File: config.mk
export PLATFORM = sky130hd
export DESIGN_NAME = no_wait_record_lock_table
export DESIGN_NICKNAME = d
export VERILOG_FILES = /design/src/rtl/core/nwlt_pkg.sv /design/src/rtl/core/nwlt_ram.sv /design/src/rtl/core/nwlt_front.sv /design/src/rtl/core/nwlt_back.sv /design/src/rtl/core/no_wait_record_lock_table.sv
export SDC_FILE = /design/constraint.sdc
export NUM_CORES = 2
export LEC_CHECK = 0
export ABC_AREA = 1
export BUFFER_PORTS_ARGS = -buffer_cell sky130_fd_sc_hd__buf_2
export CAP_MARGIN = 10
export CORE_MARGIN = 2
export CORE_UTILIZATION = 25
export DETAILED_ROUTE_END_ITERATION = 10
export SLEW_MARGIN = 20
export SYNTH_ARGS = -nofsm -noshare
export SYNTH_HDL_FRONTEND = slang
export SYNTH_SLANG_ARGS = --single-unit
export TNS_END_PERCENT = 50
File: constraint.sdc
create_clock -name clk -period 15.3 [get_ports clk]
set_clock_uncertainty 0.2 [all_clocks]
set_input_delay 0 -clock clk [delete_from_list [all_inputs] [get_ports clk]]
set_output_delay 0 -clock clk [all_outputs]
set_load 0.05 [all_outputs]
File: src/rtl/core/nwlt_pkg.sv
// ----------------------------------------------------------------------------
// nwlt_pkg: shared types and constants of the record lock table
// Sizes of the lock store and request queue, opcodes, status codes, and the
// request, command and response structs.
// ----------------------------------------------------------------------------
`default_nettype none

package nwlt_pkg;

	localparam int LOCK_ENTRIES = 64;
	localparam int IDX_W        = $clog2(LOCK_ENTRIES);
	localparam int KEY_W        = 44;
	localparam int TXN_W        = 16;
	localparam int ENTRY_W      = KEY_W + TXN_W;
	localparam logic [IDX_W-1:0] LAST_IDX = IDX_W'(LOCK_ENTRIES - 1);

	localparam int QUEUE_DEPTH = 2;
	localparam int QPTR_W      = (QUEUE_DEPTH > 1) ? $clog2(QUEUE_DEPTH) : 1;
	localparam int QCNT_W      = $clog2(QUEUE_DEPTH + 1);
	localparam logic [QPTR_W-1:0] QPTR_LAST = QPTR_W'(QUEUE_DEPTH - 1);
	localparam logic [QCNT_W-1:0] QCNT_FULL = QCNT_W'(QUEUE_DEPTH);

	localparam logic [1:0] OP_ACQUIRE = 2'd0;
	localparam logic [1:0] OP_RELEASE = 2'd1;
	localparam logic [1:0] OP_QUERY   = 2'd2;

	localparam logic [1:0] STS_DONE      = 2'd0;
	localparam logic [1:0] STS_CONFLICT  = 2'd1;
	localparam logic [1:0] STS_FULL      = 2'd2;
	localparam logic [1:0] STS_NOT_FOUND = 2'd3;

	typedef enum logic [1:0] {
		CL_ACQUIRE,
		CL_RELEASE,
		CL_QUERY,
		CL_IGNORE
	} cmd_class_t;

	typedef enum logic {
		BK_IDLE,
		BK_SCAN
	} bk_state_t;

	typedef struct packed {
		logic [1:0]  opcode;
		logic [7:0]  table_id;
		logic [23:0] record_page;
		logic [11:0] record_slot;
		logic [15:0] txn_id;
	} req_t;

	typedef struct packed {
		logic       ok;
		logic [1:0] status;
		logic       held;
	} rsp_t;

	typedef struct packed {
		cmd_class_t       cls;
		logic [KEY_W-1:0] key;
		logic [TXN_W-1:0] txn;
	} cmd_t;

	typedef struct packed {
		logic [KEY_W-1:0] key;
		logic [TXN_W-1:0] holder;
	} lock_entry_t;

endpackage

`default_nettype wire

File: src/rtl/core/nwlt_ram.sv
// ----------------------------------------------------------------------------
// nwlt_ram: generic single-write, single-read RAM
// One write port and one read port, with the read data registered.
// ----------------------------------------------------------------------------
`default_nettype none

module nwlt_ram #(
	parameter int WIDTH = 8,
	parameter int DEPTH = 16
) (
	input  wire logic                     clk,
	input  wire logic                     we,
	input  wire logic [$clog2(DEPTH)-1:0] waddr,
	input  wire logic [WIDTH-1:0]         wdata,
	input  wire logic [$clog2(DEPTH)-1:0] raddr,
	output logic      [WIDTH-1:0]         rdata
);

	logic [WIDTH-1:0] mem_q [DEPTH];

	always_ff @(posedge clk) begin
		if (we) begin
			mem_q[waddr] <= wdata;
		end
		rdata <= mem_q[raddr];
	end

endmodule

`default_nettype wire

File: src/rtl/core/nwlt_front.sv
// ----------------------------------------------------------------------------
// nwlt_front: request intake and classification
// Takes requests, builds the lock key, classifies the opcode and holds the
// commands in a short queue for the lookup engine.
// ----------------------------------------------------------------------------
`default_nettype none

module nwlt_front (
	input  wire logic            clk,
	input  wire logic            arst_n,
	input  wire logic            start,
	input  wire nwlt_pkg::req_t  req,
	output logic                 busy,
	output logic                 cmd_vld,
	output nwlt_pkg::cmd_t       cmd,
	input  wire logic            pop
);

	nwlt_pkg::cmd_t                    new_cmd;
	nwlt_pkg::cmd_t                    fifo_q [nwlt_pkg::QUEUE_DEPTH];
	logic [nwlt_pkg::QPTR_W-1:0]       wr_ptr_q;
	logic [nwlt_pkg::QPTR_W-1:0]       rd_ptr_q;
	logic [nwlt_pkg::QCNT_W-1:0]       cnt_q;
	logic                              push;

	always_comb begin
		new_cmd.key = {req.table_id, req.record_page, req.record_slot};
		new_cmd.txn = req.txn_id;
		unique case (req.opcode)
			nwlt_pkg::OP_ACQUIRE: new_cmd.cls = nwlt_pkg::CL_ACQUIRE;
			nwlt_pkg::OP_RELEASE: new_cmd.cls = nwlt_pkg::CL_RELEASE;
			nwlt_pkg::OP_QUERY:   new_cmd.cls = nwlt_pkg::CL_QUERY;
			default:              new_cmd.cls = nwlt_pkg::CL_IGNORE;
		endcase
	end

	assign busy    = (cnt_q == nwlt_pkg::QCNT_FULL);
	assign push    = start && !busy;
	assign cmd_vld = (cnt_q != '0);
	assign cmd     = fifo_q[rd_ptr_q];

	always_ff @(posedge clk or negedge arst_n) begin
		if (!arst_n) begin
			wr_ptr_q <= '0;
			rd_ptr_q <= '0;
			cnt_q    <= '0;
		end else begin
			if (push) begin
				wr_ptr_q <= (wr_ptr_q == nwlt_pkg::QPTR_LAST) ? '0 : wr_ptr_q + 1'b1;
			end
			if (pop) begin
				rd_ptr_q <= (rd_ptr_q == nwlt_pkg::QPTR_LAST) ? '0 : rd_ptr_q + 1'b1;
			end
			unique case ({push, pop})
				2'b10:   cnt_q <= cnt_q + 1'b1;
				2'b01:   cnt_q <= cnt_q - 1'b1;
				default: cnt_q <= cnt_q;
			endcase
		end
	end

	always_ff @(posedge clk) begin
		if (push) begin
			fifo_q[wr_ptr_q] <= new_cmd;
		end
	end

endmodule

`default_nettype wire

File: src/rtl/core/nwlt_back.sv
// ----------------------------------------------------------------------------
// nwlt_back: lock table lookup engine
// Walks the key store one entry per cycle looking for the key and the
// lowest free entry, then applies the acquire, release or query.
// ----------------------------------------------------------------------------
`default_nettype none

module nwlt_back (
	input  wire logic            clk,
	input  wire logic            arst_n,
	input  wire logic            cmd_vld,
	input  wire nwlt_pkg::cmd_t  cmd,
	output logic                 pop,
	output logic                 done,
	output nwlt_pkg::rsp_t       rsp
);

	nwlt_pkg::bk_state_t              state_q, state_d;
	nwlt_pkg::cmd_t                   cur_q;
	logic [nwlt_pkg::LOCK_ENTRIES-1:0] valid_q;
	logic [nwlt_pkg::IDX_W-1:0]       idx_q;
	logic                             issue_done_q;
	logic                             chk_vld_s1;
	logic [nwlt_pkg::IDX_W-1:0]       chk_idx_s1;
	logic                             free_fnd_q;
	logic [nwlt_pkg::IDX_W-1:0]       free_idx_q;
	logic                             done_q;
	nwlt_pkg::rsp_t                   rsp_q;

	logic [nwlt_pkg::ENTRY_W-1:0]     rd_data;
	nwlt_pkg::lock_entry_t            rd_entry;
	nwlt_pkg::lock_entry_t            wr_entry;
	logic                             cur_valid;
	logic                             hit_now;
	logic                             last;
	logic                             finish;
	logic                             free_any;
	logic [nwlt_pkg::IDX_W-1:0]       free_sel;
	logic                             issuing;
	logic                             start_scan;
	logic                             rsp_vld_d;
	nwlt_pkg::rsp_t                   rsp_d;
	logic                             ram_we;
	logic                             set_vld;
	logic                             clr_vld;
	logic [nwlt_pkg::IDX_W-1:0]       upd_idx;

	assign rd_entry = nwlt_pkg::lock_entry_t'(rd_data);
	assign wr_entry = '{key: cur_q.key, holder: cur_q.txn};

	nwlt_ram #(
		.WIDTH(nwlt_pkg::ENTRY_W),
		.DEPTH(nwlt_pkg::LOCK_ENTRIES)
	) u_key_ram (
		.clk  (clk),
		.we   (ram_we),
		.waddr(upd_idx),
		.wdata(wr_entry),
		.raddr(idx_q),
		.rdata(rd_data)
	);

	// Keys are unique among valid entries, so the first hit is the only one.
	assign cur_valid = valid_q[chk_idx_s1];
	assign hit_now   = chk_vld_s1 && cur_valid && (rd_entry.key == cur_q.key);
	assign last      = (chk_idx_s1 == nwlt_pkg::LAST_IDX);
	assign finish    = (state_q == nwlt_pkg::BK_SCAN) && chk_vld_s1 && (hit_now || last);
	assign free_any  = free_fnd_q || !cur_valid;
	assign free_sel  = free_fnd_q ? free_idx_q : chk_idx_s1;
	assign issuing   = (state_q == nwlt_pkg::BK_SCAN) && !issue_done_q && !finish;

	always_comb begin
		state_d    = state_q;
		pop        = 1'b0;
		start_scan = 1'b0;
		rsp_vld_d  = 1'b0;
		rsp_d      = '{ok: 1'b0, status: nwlt_pkg::STS_DONE, held: 1'b0};
		ram_we     = 1'b0;
		set_vld    = 1'b0;
		clr_vld    = 1'b0;
		upd_idx    = chk_idx_s1;
		unique case (state_q)
			nwlt_pkg::BK_IDLE: begin
				if (cmd_vld) begin
					pop = 1'b1;
					if (cmd.cls == nwlt_pkg::CL_IGNORE) begin
						rsp_vld_d = 1'b1;
					end else begin
						start_scan = 1'b1;
						state_d    = nwlt_pkg::BK_SCAN;
					end
				end
			end
			nwlt_pkg::BK_SCAN: begin
				if (finish) begin
					state_d   = nwlt_pkg::BK_IDLE;
					rsp_vld_d = 1'b1;
					unique case (cur_q.cls)
						nwlt_pkg::CL_ACQUIRE: begin
							if (hit_now) begin
								if (rd_entry.holder == cur_q.txn) begin
									rsp_d.ok = 1'b1;
								end else begin
									rsp_d.status = nwlt_pkg::STS_CONFLICT;
								end
							end else if (free_any) begin
								ram_we   = 1'b1;
								set_vld  = 1'b1;
								upd_idx  = free_sel;
								rsp_d.ok = 1'b1;
							end else begin
								rsp_d.status = nwlt_pkg::STS_FULL;
							end
						end
						nwlt_pkg::CL_RELEASE: begin
							if (hit_now) begin
								clr_vld  = 1'b1;
								rsp_d.ok = 1'b1;
							end else begin
								rsp_d.status = nwlt_pkg::STS_NOT_FOUND;
							end
						end
						nwlt_pkg::CL_QUERY: begin
							rsp_d.held = hit_now;
						end
						nwlt_pkg::CL_IGNORE: begin
							rsp_d.held = 1'b0;
						end
					endcase
				end
			end
		endcase
	end

	always_ff @(posedge clk or negedge arst_n) begin
		if (!arst_n) begin
			state_q      <= nwlt_pkg::BK_IDLE;
			valid_q      <= '0;
			idx_q        <= '0;
			issue_done_q <= 1'b0;
			chk_vld_s1   <= 1'b0;
			free_fnd_q   <= 1'b0;
			done_q       <= 1'b0;
		end else begin
			state_q    <= state_d;
			done_q     <= rsp_vld_d;
			chk_vld_s1 <= issuing;
			if (start_scan) begin
				idx_q        <= '0;
				issue_done_q <= 1'b0;
				free_fnd_q   <= 1'b0;
			end else begin
				if (issuing) begin
					idx_q        <= idx_q + 1'b1;
					issue_done_q <= (idx_q == nwlt_pkg::LAST_IDX);
				end
				if (chk_vld_s1 && !cur_valid) begin
					free_fnd_q <= 1'b1;
				end
			end
			if (set_vld) begin
				valid_q[upd_idx] <= 1'b1;
			end
			if (clr_vld) begin
				valid_q[upd_idx] <= 1'b0;
			end
		end
	end

	always_ff @(posedge clk) begin
		if (pop) begin
			cur_q <= cmd;
		end
		if (issuing) begin
			chk_idx_s1 <= idx_q;
		end
		if (chk_vld_s1 && !cur_valid && !free_fnd_q) begin
			free_idx_q <= chk_idx_s1;
		end
		if (rsp_vld_d) begin
			rsp_q <= rsp_d;
		end
	end

	assign done = done_q;
	assign rsp  = rsp_q;

endmodule

`default_nettype wire

File: src/rtl/core/no_wait_record_lock_table.sv
// ----------------------------------------------------------------------------
// no_wait_record_lock_table: exclusive record lock table, no-wait rule
// Acquire, release and query of record locks keyed by table, page and slot.
//
//   channel   | signals            | handshake
//   ----------+--------------------+------------------------------------
//   request   | start, busy, req   | taken when start is high, busy low
//   result    | done, rsp          | one-cycle strobe, cannot be held off
//
// An unused opcode gives its result in the cycle after it leaves the queue.
// Other requests walk the key memory one entry per cycle through its single read
// port: a walk stops at the entry that holds the key, or after the last entry on a
// miss, and the result is registered after the check. Up to QUEUE_DEPTH requests
// wait in the queue; busy is high while it is full. Reset empties the table
// at once through the valid flags, with no clearing pass.
// ----------------------------------------------------------------------------
`default_nettype none

module no_wait_record_lock_table (
	input  wire logic            clk,
	input  wire logic            arst_n,
	input  wire logic            start,
	output logic                 busy,
	input  wire nwlt_pkg::req_t  req,
	output logic                 done,
	output nwlt_pkg::rsp_t       rsp
);

	logic            cmd_vld;
	nwlt_pkg::cmd_t  cmd;
	logic            pop;

	nwlt_front u_front (
		.clk    (clk),
		.arst_n (arst_n),
		.start  (start),
		.req    (req),
		.busy   (busy),
		.cmd_vld(cmd_vld),
		.cmd    (cmd),
		.pop    (pop)
	);

	nwlt_back u_back (
		.clk    (clk),
		.arst_n (arst_n),
		.cmd_vld(cmd_vld),
		.cmd    (cmd),
		.pop    (pop),
		.done   (done),
		.rsp    (rsp)
	);

endmodule

`default_nettype wire

==> out/qor.yml <==
syn2layout_area_growth_pct: 15.1
worst_pin_slew_ns: 1.25
postSynthCellCount: 12082
nets: 12112
ys_seq_area_frac: 0.767
required_ns: 15.70
drv_cap: 0
relSlewSlack: 0.164
finalCritPeriodShare: 0.395
cts_num_sinks: 4181
post_cts_resized: 0
p_int_mw: 21.9
grt_pass1_vias: 96694
cp.arrival_ns: 6.44
num_rows: 296
power_switching_mw: 13.6
comb_power_share: 0.329
cts_max_path_buffers: 4
syn_nets: 12149
switching_share: 0.384
place.gp.congestion: 0.906
routed_wirelength_um: 517000
syn_avg_cell_area_sq_um: 13.4
synth-edff-count: 4042
drc: 0
synth_seq_cells: 4181
synth_area_sq_um: 162000
track_usage: 0.149
clk_pin_slew_ns: 0.06
synth_ff_type: "edfxtp_1"
wire_per_inst_um: 24.6
crit_chain: "buf_4 > inv_1 > nand2_1 > nand4_1 > nor2_1 > nand2_1 > nor2_1 > nand3_1 > nor2_2 > nand2_4 > nand2_1 > nand4_1 > nand2_1 > nand2_1 > nor2_2 > nand3_1 > inv_6 > buf_4"
cpPeakStageDelay_ns: 1.11
dr.pass1.iters: 6
fp.dieH_um: 810
synthMostInstantiatedCell: "edfxtp_1"
multiInputGateArea_sq_um: 33600
antenna_found_initial: 45
nFillCells: 64724
p_leak_nw: 58.5
yosys_warnings: 0
vias_per_cell: 5.00
htree_levels: 5
outcome: "completed"
drt_iter0_drc: 15982
core_sq_um: 648000
hold_viol: 0
synth_area_leaders: "edfxtp_1 (75%), o21ai_0 (6.0%), nor2_1 (4.6%)"
die_area_sq_um: 656000
io_pins: 71
vias: 105209
cts_tree: "done"
final_core_util: 0.288
period_needed_ns: 6.04
clock_latency_ns: 1.00
finalSetupViolCount: 0
async_flop_share: 0.0189
port_buffers: 70
path_max_fanout: 37
place_hpwl_um: 272000
ant_nets: 0
p_seq_frac: 0.388
crit_type: "flip-flop to flip-flop"
rsz0062_at_grt: "no"
start_kind: "flip-flop"
ys_types: 48
pwr-share-clk: 0.282
r2r_setup_slack_ns: 9.26
grt_pass1_wl_um: 727000
crit_top_cell: "nand2_1"
seq_area_sq_um: 125000
synth_top_area_cell: "edfxtp_1"
critPathCaptureType: "flip-flop"
tns_ns: 0
layout-drive-gt1-share: 0.0793
grt-ovfl-total: 0
report.final.slew_viol_count: 0
start_util: 0.250
fmax_mhz: 166
slowest_stage: "edfxtp_1"
cts-root-buf: "clkbuf_16"
grt_start_max_net_pins: 197
synth_common_cells: "edfxtp_1 (4042), nor2_1 (2004), o21ai_0 (1939)"
power_density_nw_per_um2: 190
cts-buffers-inserted: 410
hold_path_class: "input port to flip-flop"
yosysTopAreaCellShare: 0.747
vdd_drop_max_uv: 183
die_w_um: 810
-- routing by layer --
metal  wire [um]  part of all wire  global-route usage  vias up
li1            -                 -                   -    45256
met1      212000              0.41               0.208    53354
met2      231000              0.45               0.231     5770
met3       57900              0.11              0.0336      813
met4       16600             0.032              0.0459       16
met5         114           0.00022                   0        -
-- cell families after synthesis --
| logic type | synth area share |
|---|---|
| flip-flops | 0.767 |
| AND/OR/NAND/NOR | 0.0844 |
| AO/OA/AOI/OAI | 0.120 |
| buffers and inverters | 0.0272 |
| XOR/XNOR | 0.00151 |
| adder cells (fa/ha/maj) | 0.000154 |
-- path summary, 6_finish.rpt --
path	endpoint	cells after the start	start
worst max-delay path	u_back.u_key_ram.mem_q[34][6]$_DFFE_PP_	18	u_back.cur_q[35]$_DFFE_PP_
worst min-delay path	u_front.fifo_q[1][58]$_DFFE_PP_	3	req[58]
worst max register to register	u_back.u_key_ram.mem_q[34][6]$_DFFE_PP_	18	u_back.cur_q[35]$_DFFE_PP_
worst min register to register	u_back.cur_q[4]$_DFFE_PP_	2	u_front.fifo_q[0][4]$_DFFE_PP_
max in group asynchronous	u_front.rd_ptr_q$_DFFE_PN0P_	5	arst_n
min in group asynchronous	u_back.done$_DFF_PN0_	5	arst_n
-- flip-flops by register name, indices dropped and copies added, names as in the netlist --
register                cells
u_back.issue_done_q         1
u_back.chk_idx_s1           6
u_back.u_key_ram.rdata     60
u_back.chk_vld_s1           1
u_back.free_fnd_q           1
u_front.wr_ptr_q            1
u_back.free_idx_q           6
u_back.valid_q             64
u_front.rd_ptr_q            1
u_back.rsp                  4
u_back.u_key_ram.mem_q   3840
u_front.cnt_q               2
u_back.cur_q               62
u_front.fifo_q            124
u_back.state_q              1
u_back.done                 1
u_back.idx_q                6
-- power by group through the flow --
stage          registers [mW]  logic (mW)  clock network, mW
2_1_floorplan            14.2        6.37                  0
3_3_place_gp             14.0        11.3                  0
3_5_place_dp             14.0        11.4                  0
4_1_cts                  13.8        11.5               10.1
5_1_grt                  13.8        12.4               10.5
6_report                 13.8        11.7               10.0
-- timing repair --
item / 4_1_cts / 5_1_grt
buffers inserted: 0 / 0
hold buffers: 130 / 0
hold endpoints to repair: 330 / 0
-- area by class of cell --
type,count,area share
clock buffers,510,0.0582
flip-flops and latches,4181,0.666
clock inverters,235,0.0121
well taps,8642,0.0578
diodes,8,0.000107
repair buffers,409,0.0184
inverters,283,0.00763
multi-input cells,6760,0.180
-- per-stage QoR --
stage / instances / hold WS [ns] / setup WS (ns) / instance area [sq um] / power [mW]
final: 21028 / 0.0850 / 9.26 / 187000 / 35.5
after global routing: 21021 / 0.0628 / 9.00 / 187000 / 36.8
after CTS: 21020 / 0.00708 / 9.45 / 187000 / 35.3
after detailed placement: 20145 / -0.101 / 9.46 / 172000 / 25.4
after global placement: 20145 / -0.108 / 9.34 / 172000 / 25.3
after floorplan: 12082 / -0.496 / 10.33 / 162000 / 20.6
-- worst max-delay path, delay by kind of cell, from the launching register on --
family	cells	cell delay (ns)
buf+inv	4	1.73
flops	1	1.11
simple gates	14	2.51
-- cells in the final DEF (no fill, tap or decap), types with 127 or more instances in the layout --
cell type	instances
nand3_1	393
o221ai_1	358
clkbuf_16	415
dlygate4sd3_1	129
inv_1	206
o21ai_0	1939
nor2_1	1999
o22ai_1	599
nand2_1	849
buf_4	194
o211ai_1	127
a21oi_1	145
edfxtp_1	4042
Power figures use the tool's default switching activity.
